### src/sv/ctt_pkg.sv
package ctt_pkg;

    // Table geometry.
    localparam int ENTRIES     = 256;
    localparam int IDX_W       = $clog2(ENTRIES);
    localparam int PTR_W       = IDX_W + 1;
    localparam int BUCKET_BITS = 8;
    localparam int HASH_BITS   = 64;
    localparam int HEADS       = 3 * (1 << BUCKET_BITS);
    localparam int HEAD_AW     = 2 + BUCKET_BITS;

    // The pointer value that marks an empty head and the end of a chain.
    localparam logic [PTR_W-1:0] NIL = PTR_W'(ENTRIES);

    // Action codes.
    localparam logic [1:0] ACT_LOOKUP = 2'd0;
    localparam logic [1:0] ACT_ADD    = 2'd1;
    localparam logic [1:0] ACT_TICK   = 2'd2;

    // Protocol codes.
    localparam logic [1:0] PROTO_TCP  = 2'd0;
    localparam logic [1:0] PROTO_UDP  = 2'd1;
    localparam logic [1:0] PROTO_ICMP = 2'd2;

    // Configuration register indexes.
    localparam logic [2:0] REG_TCP_LIMIT  = 3'd0;
    localparam logic [2:0] REG_UDP_LIMIT  = 3'd1;
    localparam logic [2:0] REG_ICMP_LIMIT = 3'd2;
    localparam logic [2:0] REG_TCP_START  = 3'd3;
    localparam logic [2:0] REG_UDP_START  = 3'd4;
    localparam logic [2:0] REG_ICMP_START = 3'd5;
    localparam logic [2:0] REG_TCP_CAP    = 3'd6;
    localparam logic [2:0] REG_UDP_CAP    = 3'd7;

    // TCP connection states.
    localparam logic [2:0] TS_SYN    = 3'd0;
    localparam logic [2:0] TS_SYNACK = 3'd1;
    localparam logic [2:0] TS_CONN   = 3'd2;
    localparam logic [2:0] TS_FIN1   = 3'd3;
    localparam logic [2:0] TS_ACK1   = 3'd4;
    localparam logic [2:0] TS_FIN2   = 3'd5;
    localparam logic [2:0] TS_CLOSED = 3'd6;

    typedef struct packed {
        logic [1:0]  action;
        logic [1:0]  proto;
        logic [63:0] conn_hash;
        logic [3:0]  tcp_flags;
    } in_item_t;

    typedef struct packed {
        logic       found;
        logic [2:0] tcp_state_out;
        logic       allowed;
        logic       added;
        logic       table_full;
        logic [8:0] expired_count;
    } out_item_t;

    // One table entry as held in the entry memory.
    typedef struct packed {
        logic [PTR_W-1:0]     nxt;
        logic [1:0]           proto;
        logic [HASH_BITS-1:0] hash;
        logic [2:0]           tstate;
        logic [15:0]          timeout;
        logic [15:0]          idle;
    } ent_t;

    // Commands from the controller to the datapath.
    typedef enum logic [4:0] {
        CMD_NONE,
        CMD_CLEAR,
        CMD_ACCEPT,
        CMD_SET_FULL,
        CMD_LK_HEAD,
        CMD_LK_SETCUR,
        CMD_LK_RD,
        CMD_LK_HIT,
        CMD_LK_NEXT,
        CMD_AD_INC,
        CMD_AD_HEAD,
        CMD_AD_WR,
        CMD_TK_RD,
        CMD_TK_UPD,
        CMD_TK_INC,
        CMD_UL_HEAD,
        CMD_UL_SET,
        CMD_UL_RD,
        CMD_UL_STEP,
        CMD_UL_LINK,
        CMD_UL_DROP,
        CMD_OUT_LOAD
    } ctt_cmd_t;

    // Status from the datapath to the controller.
    typedef struct packed {
        logic [1:0] act;
        logic       proto_bad;
        logic       limit_hit;
        logic       scan_free;
        logic       scan_last;
        logic       cur_nil;
        logic       hash_match;
        logic       tk_valid;
        logic       tk_expire;
        logic       tk_last;
        logic       cur_is_vic;
        logic       clr_last;
        logic       out_free;
    } ctt_status_t;

    // Head memory address of a protocol and hash.
    function automatic logic [HEAD_AW-1:0] bucket_of(input logic [1:0] proto,
                                                     input logic [HASH_BITS-1:0] h);
        bucket_of = {proto, h[HASH_BITS-1 -: BUCKET_BITS]};
    endfunction

    // TCP flag state machine: returns {allowed, new state}.
    function automatic logic [3:0] tcp_advance(input logic [2:0] st,
                                               input logic [3:0] flags);
        logic syn;
        logic ack;
        logic fin;
        logic rst;
        logic [3:0] r;
        syn = flags[0];
        ack = flags[1];
        fin = flags[2];
        rst = flags[3];
        r = {1'b0, st};
        if (rst) begin
            r = {1'b1, TS_CLOSED};
        end else begin
            case (st)
                TS_SYN: begin
                    if (ack && syn) r = {1'b1, TS_SYNACK};
                    else r = {syn, st};
                end
                TS_SYNACK: begin
                    if (ack) r = {1'b1, TS_CONN};
                end
                TS_CONN: begin
                    if (fin && ack) r = {1'b1, TS_FIN1};
                    else r = {1'b1, st};
                end
                TS_FIN1: begin
                    if (ack) r = {1'b1, TS_ACK1};
                end
                TS_ACK1: begin
                    if (fin && ack) r = {1'b1, TS_FIN2};
                    else r = {ack, st};
                end
                TS_FIN2: begin
                    if (ack) r = {1'b1, TS_CLOSED};
                end
                TS_CLOSED: begin
                    r = {ack, st};
                end
                default: begin
                    r = {1'b0, st};
                end
            endcase
        end
        tcp_advance = r;
    endfunction

endpackage

### src/sv/ctt_ctrl.sv
module ctt_ctrl (
    input  logic                 aclk,
    input  logic                 aresetn,
    input  logic                 s_valid,
    output logic                 s_ready,
    input  ctt_pkg::ctt_status_t st,
    output ctt_pkg::ctt_cmd_t    cmd
);

    typedef enum logic [17:0] {
        S_CLEAR     = 18'h00001,
        S_IDLE      = 18'h00002,
        S_DISP      = 18'h00004,
        S_AD_SCAN   = 18'h00008,
        S_AD_HEAD   = 18'h00010,
        S_AD_WR     = 18'h00020,
        S_LK_HEAD   = 18'h00040,
        S_LK_SETCUR = 18'h00080,
        S_LK_RD     = 18'h00100,
        S_LK_CMP    = 18'h00200,
        S_TK_RD     = 18'h00400,
        S_TK_UPD    = 18'h00800,
        S_TK_NEXT   = 18'h01000,
        S_UL_HEAD   = 18'h02000,
        S_UL_SET    = 18'h04000,
        S_UL_RD     = 18'h08000,
        S_UL_CMP    = 18'h10000,
        S_DONE      = 18'h20000
    } state_t;

    state_t state_reg;
    state_t state_next;

    assign s_ready = (state_reg == S_IDLE);

    // State register.
    always_ff @(posedge aclk) begin
        if (!aresetn) begin
            state_reg <= S_CLEAR;
        end else begin
            state_reg <= state_next;
        end
    end

    // Next state and command.
    always_comb begin
        state_next = state_reg;
        cmd        = ctt_pkg::CMD_NONE;
        case (state_reg)
            S_CLEAR: begin
                cmd = ctt_pkg::CMD_CLEAR;
                if (st.clr_last) state_next = S_IDLE;
            end
            S_IDLE: begin
                if (s_valid) begin
                    cmd        = ctt_pkg::CMD_ACCEPT;
                    state_next = S_DISP;
                end
            end
            S_DISP: begin
                case (st.act)
                    ctt_pkg::ACT_LOOKUP: begin
                        state_next = st.proto_bad ? S_DONE : S_LK_HEAD;
                    end
                    ctt_pkg::ACT_ADD: begin
                        if (st.proto_bad) begin
                            state_next = S_DONE;
                        end else if (st.limit_hit) begin
                            cmd        = ctt_pkg::CMD_SET_FULL;
                            state_next = S_DONE;
                        end else begin
                            state_next = S_AD_SCAN;
                        end
                    end
                    ctt_pkg::ACT_TICK: begin
                        state_next = S_TK_RD;
                    end
                    default: begin
                        state_next = S_DONE;
                    end
                endcase
            end
            S_AD_SCAN: begin
                if (st.scan_free) begin
                    state_next = S_AD_HEAD;
                end else if (st.scan_last) begin
                    cmd        = ctt_pkg::CMD_SET_FULL;
                    state_next = S_DONE;
                end else begin
                    cmd = ctt_pkg::CMD_AD_INC;
                end
            end
            S_AD_HEAD: begin
                cmd        = ctt_pkg::CMD_AD_HEAD;
                state_next = S_AD_WR;
            end
            S_AD_WR: begin
                cmd        = ctt_pkg::CMD_AD_WR;
                state_next = S_DONE;
            end
            S_LK_HEAD: begin
                cmd        = ctt_pkg::CMD_LK_HEAD;
                state_next = S_LK_SETCUR;
            end
            S_LK_SETCUR: begin
                cmd        = ctt_pkg::CMD_LK_SETCUR;
                state_next = S_LK_RD;
            end
            S_LK_RD: begin
                if (st.cur_nil) begin
                    state_next = S_DONE;
                end else begin
                    cmd        = ctt_pkg::CMD_LK_RD;
                    state_next = S_LK_CMP;
                end
            end
            S_LK_CMP: begin
                if (st.hash_match) begin
                    cmd        = ctt_pkg::CMD_LK_HIT;
                    state_next = S_DONE;
                end else begin
                    cmd        = ctt_pkg::CMD_LK_NEXT;
                    state_next = S_LK_RD;
                end
            end
            S_TK_RD: begin
                if (st.tk_valid) begin
                    cmd        = ctt_pkg::CMD_TK_RD;
                    state_next = S_TK_UPD;
                end else begin
                    state_next = S_TK_NEXT;
                end
            end
            S_TK_UPD: begin
                cmd        = ctt_pkg::CMD_TK_UPD;
                state_next = st.tk_expire ? S_UL_HEAD : S_TK_NEXT;
            end
            S_TK_NEXT: begin
                if (st.tk_last) begin
                    state_next = S_DONE;
                end else begin
                    cmd        = ctt_pkg::CMD_TK_INC;
                    state_next = S_TK_RD;
                end
            end
            S_UL_HEAD: begin
                cmd        = ctt_pkg::CMD_UL_HEAD;
                state_next = S_UL_SET;
            end
            S_UL_SET: begin
                cmd        = ctt_pkg::CMD_UL_SET;
                state_next = S_UL_RD;
            end
            S_UL_RD: begin
                if (st.cur_nil) begin
                    cmd        = ctt_pkg::CMD_UL_DROP;
                    state_next = S_TK_NEXT;
                end else begin
                    cmd        = ctt_pkg::CMD_UL_RD;
                    state_next = S_UL_CMP;
                end
            end
            S_UL_CMP: begin
                if (st.cur_is_vic) begin
                    cmd        = ctt_pkg::CMD_UL_LINK;
                    state_next = S_TK_NEXT;
                end else begin
                    cmd        = ctt_pkg::CMD_UL_STEP;
                    state_next = S_UL_RD;
                end
            end
            S_DONE: begin
                if (st.out_free) begin
                    cmd        = ctt_pkg::CMD_OUT_LOAD;
                    state_next = S_IDLE;
                end
            end
            default: begin
                state_next = S_CLEAR;
            end
        endcase
    end

endmodule

### config.mk
export PLATFORM = sky130hd
export DESIGN_NAME = ctt_ctrl
export DESIGN_NICKNAME = d
export VERILOG_FILES = /design/src/sv/ctt_pkg.sv /design/src/sv/ctt_ctrl.sv
export SDC_FILE = /design/constraint.sdc
export NUM_CORES = 1
export LEC_CHECK = 0
export BUFFER_PORTS_ARGS = -buffer_cell sky130_fd_sc_hd__buf_2
export CORE_ASPECT_RATIO = 0.5
export CORE_MARGIN = 2
export CORE_UTILIZATION = 50
export CTS_CLUSTER_DIAMETER = 200
export DETAILED_ROUTE_END_ITERATION = 8
export PLACE_DENSITY = 0.84
export SYNTH_ARGS = -nofsm -noshare
export SYNTH_HDL_FRONTEND = slang
export SYNTH_SLANG_ARGS = --single-unit
### constraint.sdc
create_clock -name aclk -period 2.6 [get_ports aclk]
set_input_delay 0.52 -clock aclk [delete_from_list [all_inputs] [get_ports aclk]]
set_output_delay 0.52 -clock aclk [all_outputs]
set_load 0.02 [all_outputs]
Word level (Yosys, flattened, before mapping)

Cells that the tools add are included.

Register bits after elaboration: 18
Bits in latches: 0
Bits in writable memories: 0
Bits in read-only memories: 0
Bits of input ports: 17
Output and inout port bits: 6
Word-level logic and storage cells: 58
Memories kept: 0

Add/subtract/negate cells: 0
$mul: 0
Divide/modulo/power cells: 0
$lt $le $gt $ge: 0
Equality and inequality tests: 24
Shifts and indexed selects: 0
Multiplexer cells: 31
Bitwise logic cells: 0
Reductions and logical operators: 2

Operator list:

| cell                 | number |
|---|---|
| $pmux 18 s18         | 1 |
| $mux 18              | 11 |
| $pmux 5 s18          | 1 |
| $pmux 18 s3          | 1 |
| $mux 4               | 5 |
| $eq 18x1->1 const B  | 1 |
| $eq 18x10->1 const B | 1 |
| $eq 18x11->1 const B | 1 |
| $eq 18x12->1 const B | 1 |
| $eq 18x13->1 const B | 1 |
| $eq 18x14->1 const B | 1 |
| $eq 18x15->1 const B | 1 |
| $eq 18x16->1 const B | 1 |
| $eq 18x17->1 const B | 1 |
| $eq 18x18->1 const B | 1 |
| $eq 18x2->1 const B  | 1 |
| $eq 18x3->1 const B  | 1 |
| $eq 18x4->1 const B  | 1 |
| $eq 18x5->1 const B  | 1 |
| $eq 18x6->1 const B  | 1 |
| $eq 18x7->1 const B  | 1 |
| $eq 18x8->1 const B  | 1 |
| $eq 18x9->1 const B  | 1 |
| $mux 17              | 1 |
| other kinds (13)     | 19 |

Longest topological paths before layout

Depth after elaboration: 4
Gate-level depth with buffers: 7

Worst setup path after synthesis

OpenSTA, ideal clock, no wires.

Path type: register to output
Start: register state_reg[9]
End: output port cmd[1]
Arrival time: 2,083 ps
Slack: -3 ps
Cell stages (with the launch flop): 6
Buffers on the path: 0
Path through: dfxtp_1 nor4_4 nand3_1 nor3b_1 a21boi_0 nand4_1

Cells in the longest elaborated chain, start to end: 2
Elaborated cells between the ends (all ways): 19

RTL lines:

| element                  | RTL line       | RTL |
|---|---|---|
| start: declaration       | ctt_ctrl.sv:31 | `state_t state_reg;` |
| start signal: assignment | ctt_ctrl.sv:41 | `state_reg <= state_next;` |
| $eq 18x2->1              | --             |  |
| via s_ready              | ctt_ctrl.sv:5  | `output logic s_ready,` |
| $pmux 5 s18              | ctt_ctrl.sv:49 | `case (state_reg)` |
| end: declaration         | ctt_ctrl.sv:7  | `output ctt_pkg::ctt_cmd_t cmd` |

The timed path passes the listed nets, and every way through them passes these cells.

Worst setup path in the final report

Start: register state_reg[9]
End: output port cmd[0]

Cells in the longest elaborated chain, start to end: 2
Elaborated cells between the ends (all ways): 19

RTL lines:

| element                                    | RTL line |
|---|---|
| $eq 18x18->1, or another cell as far along | ctt_ctrl.sv:49 |
| $pmux 5 s18 (*)                            | ctt_ctrl.sv:49 |

Mark *: on every way between the ends. The rest lies on a longest branch, timed or not.

==> results.md <==
* Status: complete, but fails checks
* Failing checks: DRC, setup timing
* DR WL/cell at 21.1 µm
* DP HPWL at 3040 µm
* Horiz. Die Dim at approximately 77 µm
* Post-Synth XOR/XNOR Area at 1.96%
* Vias at 1609
* Synth Area in Adders at 0%
* IO Count at 23
* Synthesized area at 0.00134 mm²
* Root Buffer: clkbuf_8
* Async SR Flop Fraction at 0%
* Largest net degree at the start of global routing at 12
* Post-synth EDFFs at 0
* Die Area at 0.00314 mm²
* Nets at 216
* Worst Path Required at 2080 ps
* Critical path's top delay family: simple AND/OR/NAND/NOR gates
* Register bit count reported by yosys at 18
* Register area at a little under 400 µm²
* Hold_buf cts at 0
* Most frequent cell after synthesis: nor2_1
* Clock tree buffer depth at 2
* Max reg flops at 18
* Most frequent cells after synthesis: nor2_1 (20), dfxtp_1 (18), nand4_1 (9), nor3_1 (9), nor4_1 (8)
* Hold Fails Final Rpt at 0
* Total CTS buffers at 3
* CP arrival at roughly 2200 ps
* Area grow syn2layout at 33.7%
* Mapped Cells at ~160
* Initial core utilization at 52.2%
* Share of the yosys chip area belonging to registers at between 20% and 30%
* Max IR drop VDD at between 300 and 400 µV
* Final wirelength at 4940 µm
* Clk Latency, worst-skew pair at roughly 270 ps
* Area leader, netlist: dfxtp_1
* Warnings from Yosys at 0
* Critical path, cell by cell: nor4_4, buf_6, nand4_4, o32ai_1, nor2_1, nand4_1, buf_4
* Clock-pin slew on the worst setup and hold paths at 70 ps
* CP max FO at 8
* Diode count at 0
* Pre-CTS setup slack at around 140 ps
* Tot Pwr at just over 0.7 mW
* Fmax at 373 MHz
* DR iter-0 viols at between 200 and 250
* Crit Path Category: flip-flop to output pin
* Vias in the first global route at 1326
* Slew Limit Fails at 0
* CTS tree: yes
* Worst path bufs/invs at 2
* Post-Route Utilization at 69.9%
* CORE AREA at ~0.0026 mm²
* Period utilization at 103%
* Skew final at 3.65 ps
* CP max stage cell: o32ai_1
* Synthesized net count at roughly 170
* Pwr dens at 396 mW/mm²
* Mux contribution to synthesized area at 0%
* Largest family of logic cells by synthesized area: simple AND/OR/NAND/NOR gates
* Multi-input gate area at 997 µm²
* All-layer global routing usage at 28.5%
* TritonCTS Sinks at 18
* Drt pass-1 iters at 8
* Layout cell share with drive strength beyond 1 at 41.1%
* Synth Area in Compound Gates at 15.8%
* Post-DR vias/cell at slightly below 7
* Final Wtd Congestion at about 0.9
* PnR worst setup slack at -82.5 ps
* RSZ-0062 raised after global routing: yes
* Primary FF master, synth: dfxtp_1
* Synth Area in Simple Gates at 51.7%
* Die Y at 40.6 µm
* Num rows at 13
* Distinct cells, synth at 44
* Input/output buffers at 22
* Synth top area cells: dfxtp_1 (27%), nor4_4 (9.5%), nor2_1 (5.6%), nand4_1 (4.2%), nand3b_1 (3.9%)
* Mean Syn Cell Area at 8.66 µm²
* Worst hold slack at 493 ps
* Initial antenna violation count at 0
* Setup TNS at -137 ps
* Hold crit path type: input pin to flip-flop
* Crit end category: output pin
* Max_cap viols at 0
* Startpoint types: flip-flop
* Fillcell total at 189
* Final setup viols at 2
* Static leakage at 0.712 nW
* Worst-margin pin slew at 831 ps
* First-pass GRT wire length at 6550 µm
* DRC violation count after routing at 2
* Total gr overflow at 0
* Max H-tree Level at 1
* Synth top area share at between 20% and 30%
* Crit path time final at 2680 ps
* Routed Antenna Nets at 0
* Worst slew margin at 43.1%
* Slowest stage delay, CP at 500 ps
==> worst register-to-register path: cells and delay by family, from the launching register on <==
kind / cells / cell delay (ps)
AND/OR/NAND/NOR: 4 / 1330
flip-flops: 1 / 370
AO/OA/AOI/OAI: 1 / 230
buffers and inverters: 2 / 420
==> path summary, 6_finish.rpt <==
path,slack [ps],endpoint,start,depth (start not counted)
setup / recovery,-80,cmd[0],state_reg[9]$_SDFFE_PN0P_,7
hold / removal,490,state_reg[9]$_SDFFE_PN0P_,st[7],2
setup reg to reg,140,state_reg[8]$_SDFFE_PN0P_,state_reg[12]$_SDFFE_PN0P_,7
hold reg to reg,560,state_reg[7]$_SDFFE_PN0P_,state_reg[6]$_SDFFE_PN0P_,2
==> placed cells by master, fill, tap and decap left out, types with 2 or more instances in the layout <==
cell and count:
a21boi_0 2, a21oi_1 5, a31oi_1 2, and3_1 4, and3b_1 2, and4_1 3
and4b_1 3, buf_2 17, buf_4 18, buf_6 7, clkbuf_8 3, dfxtp_1 3
dfxtp_2 11, dfxtp_4 4, inv_1 6, nand2_1 5, nand2b_1 6, nand3_1 4
nand3b_1 7, nand4_1 9, nand4b_1 2, nor2_1 18, nor2_2 2, nor3_1 9
nor4_1 8, nor4_4 6, o2111ai_1 2, o21a_1 2, o21ai_0 2, xor2_1 2
==> cell families (layout without fill, tap and decap cells) <==
group / after synthesis / count (layout)
flops: 18 / 18
buf+inv: 9 / 51
simple gates: 97 / 97
compound gates: 28 / 28
xor+xnor: 3 / 3
==> power breakdown <==
| part | leakage, nW | switching [mW] | internal, mW | total [mW] |
|---|---|---|---|---|
| sequential | 0.153 | 0.0120 | 0.281 | 0.293 |
| combinational | 0.537 | 0.120 | 0.0852 | 0.205 |
| clock | 0.0216 | 0.109 | 0.104 | 0.213 |
| total | 0.712 | 0.241 | 0.470 | 0.711 |
==> per-layer routing <==
layer	track usage, %	vias up	routed length [µm]
met1	35.0	740	2010
met5	0	-	0
met4	8.93	0	208
met2	46.3	127	2120
li1	-	708	-
met3	13.0	34	597
==> repair_timing <==
| action | CTS | global route |
|---|---|---|
| endpoints found under the setup margin | 5 | 5 |
| pin swaps | 2 | 11 |
| buffers inserted | 2 | 9 |
| resized for setup | 15 | 27 |
==> metrics by stage <==
stage | instances | cell area [µm²]
final | 234 | 1800
after global routing | 234 | 1800
after CTS | 226 | 1630
after detailed placement | 221 | 1550
after global placement | 221 | 1550
after floorplan | 155 | 1350
==> layout make-up <==
cell class | count | area share [%]
Inverter | 6 | 1.25
Timing Repair Buffer | 42 | 16.7
Multi-Input combinational cell | 128 | 55.5
Clock buffer | 3 | 2.30
Sequential cell | 18 | 21.7
Tap cell | 37 | 2.58
(Power assumes the default switching activity.)
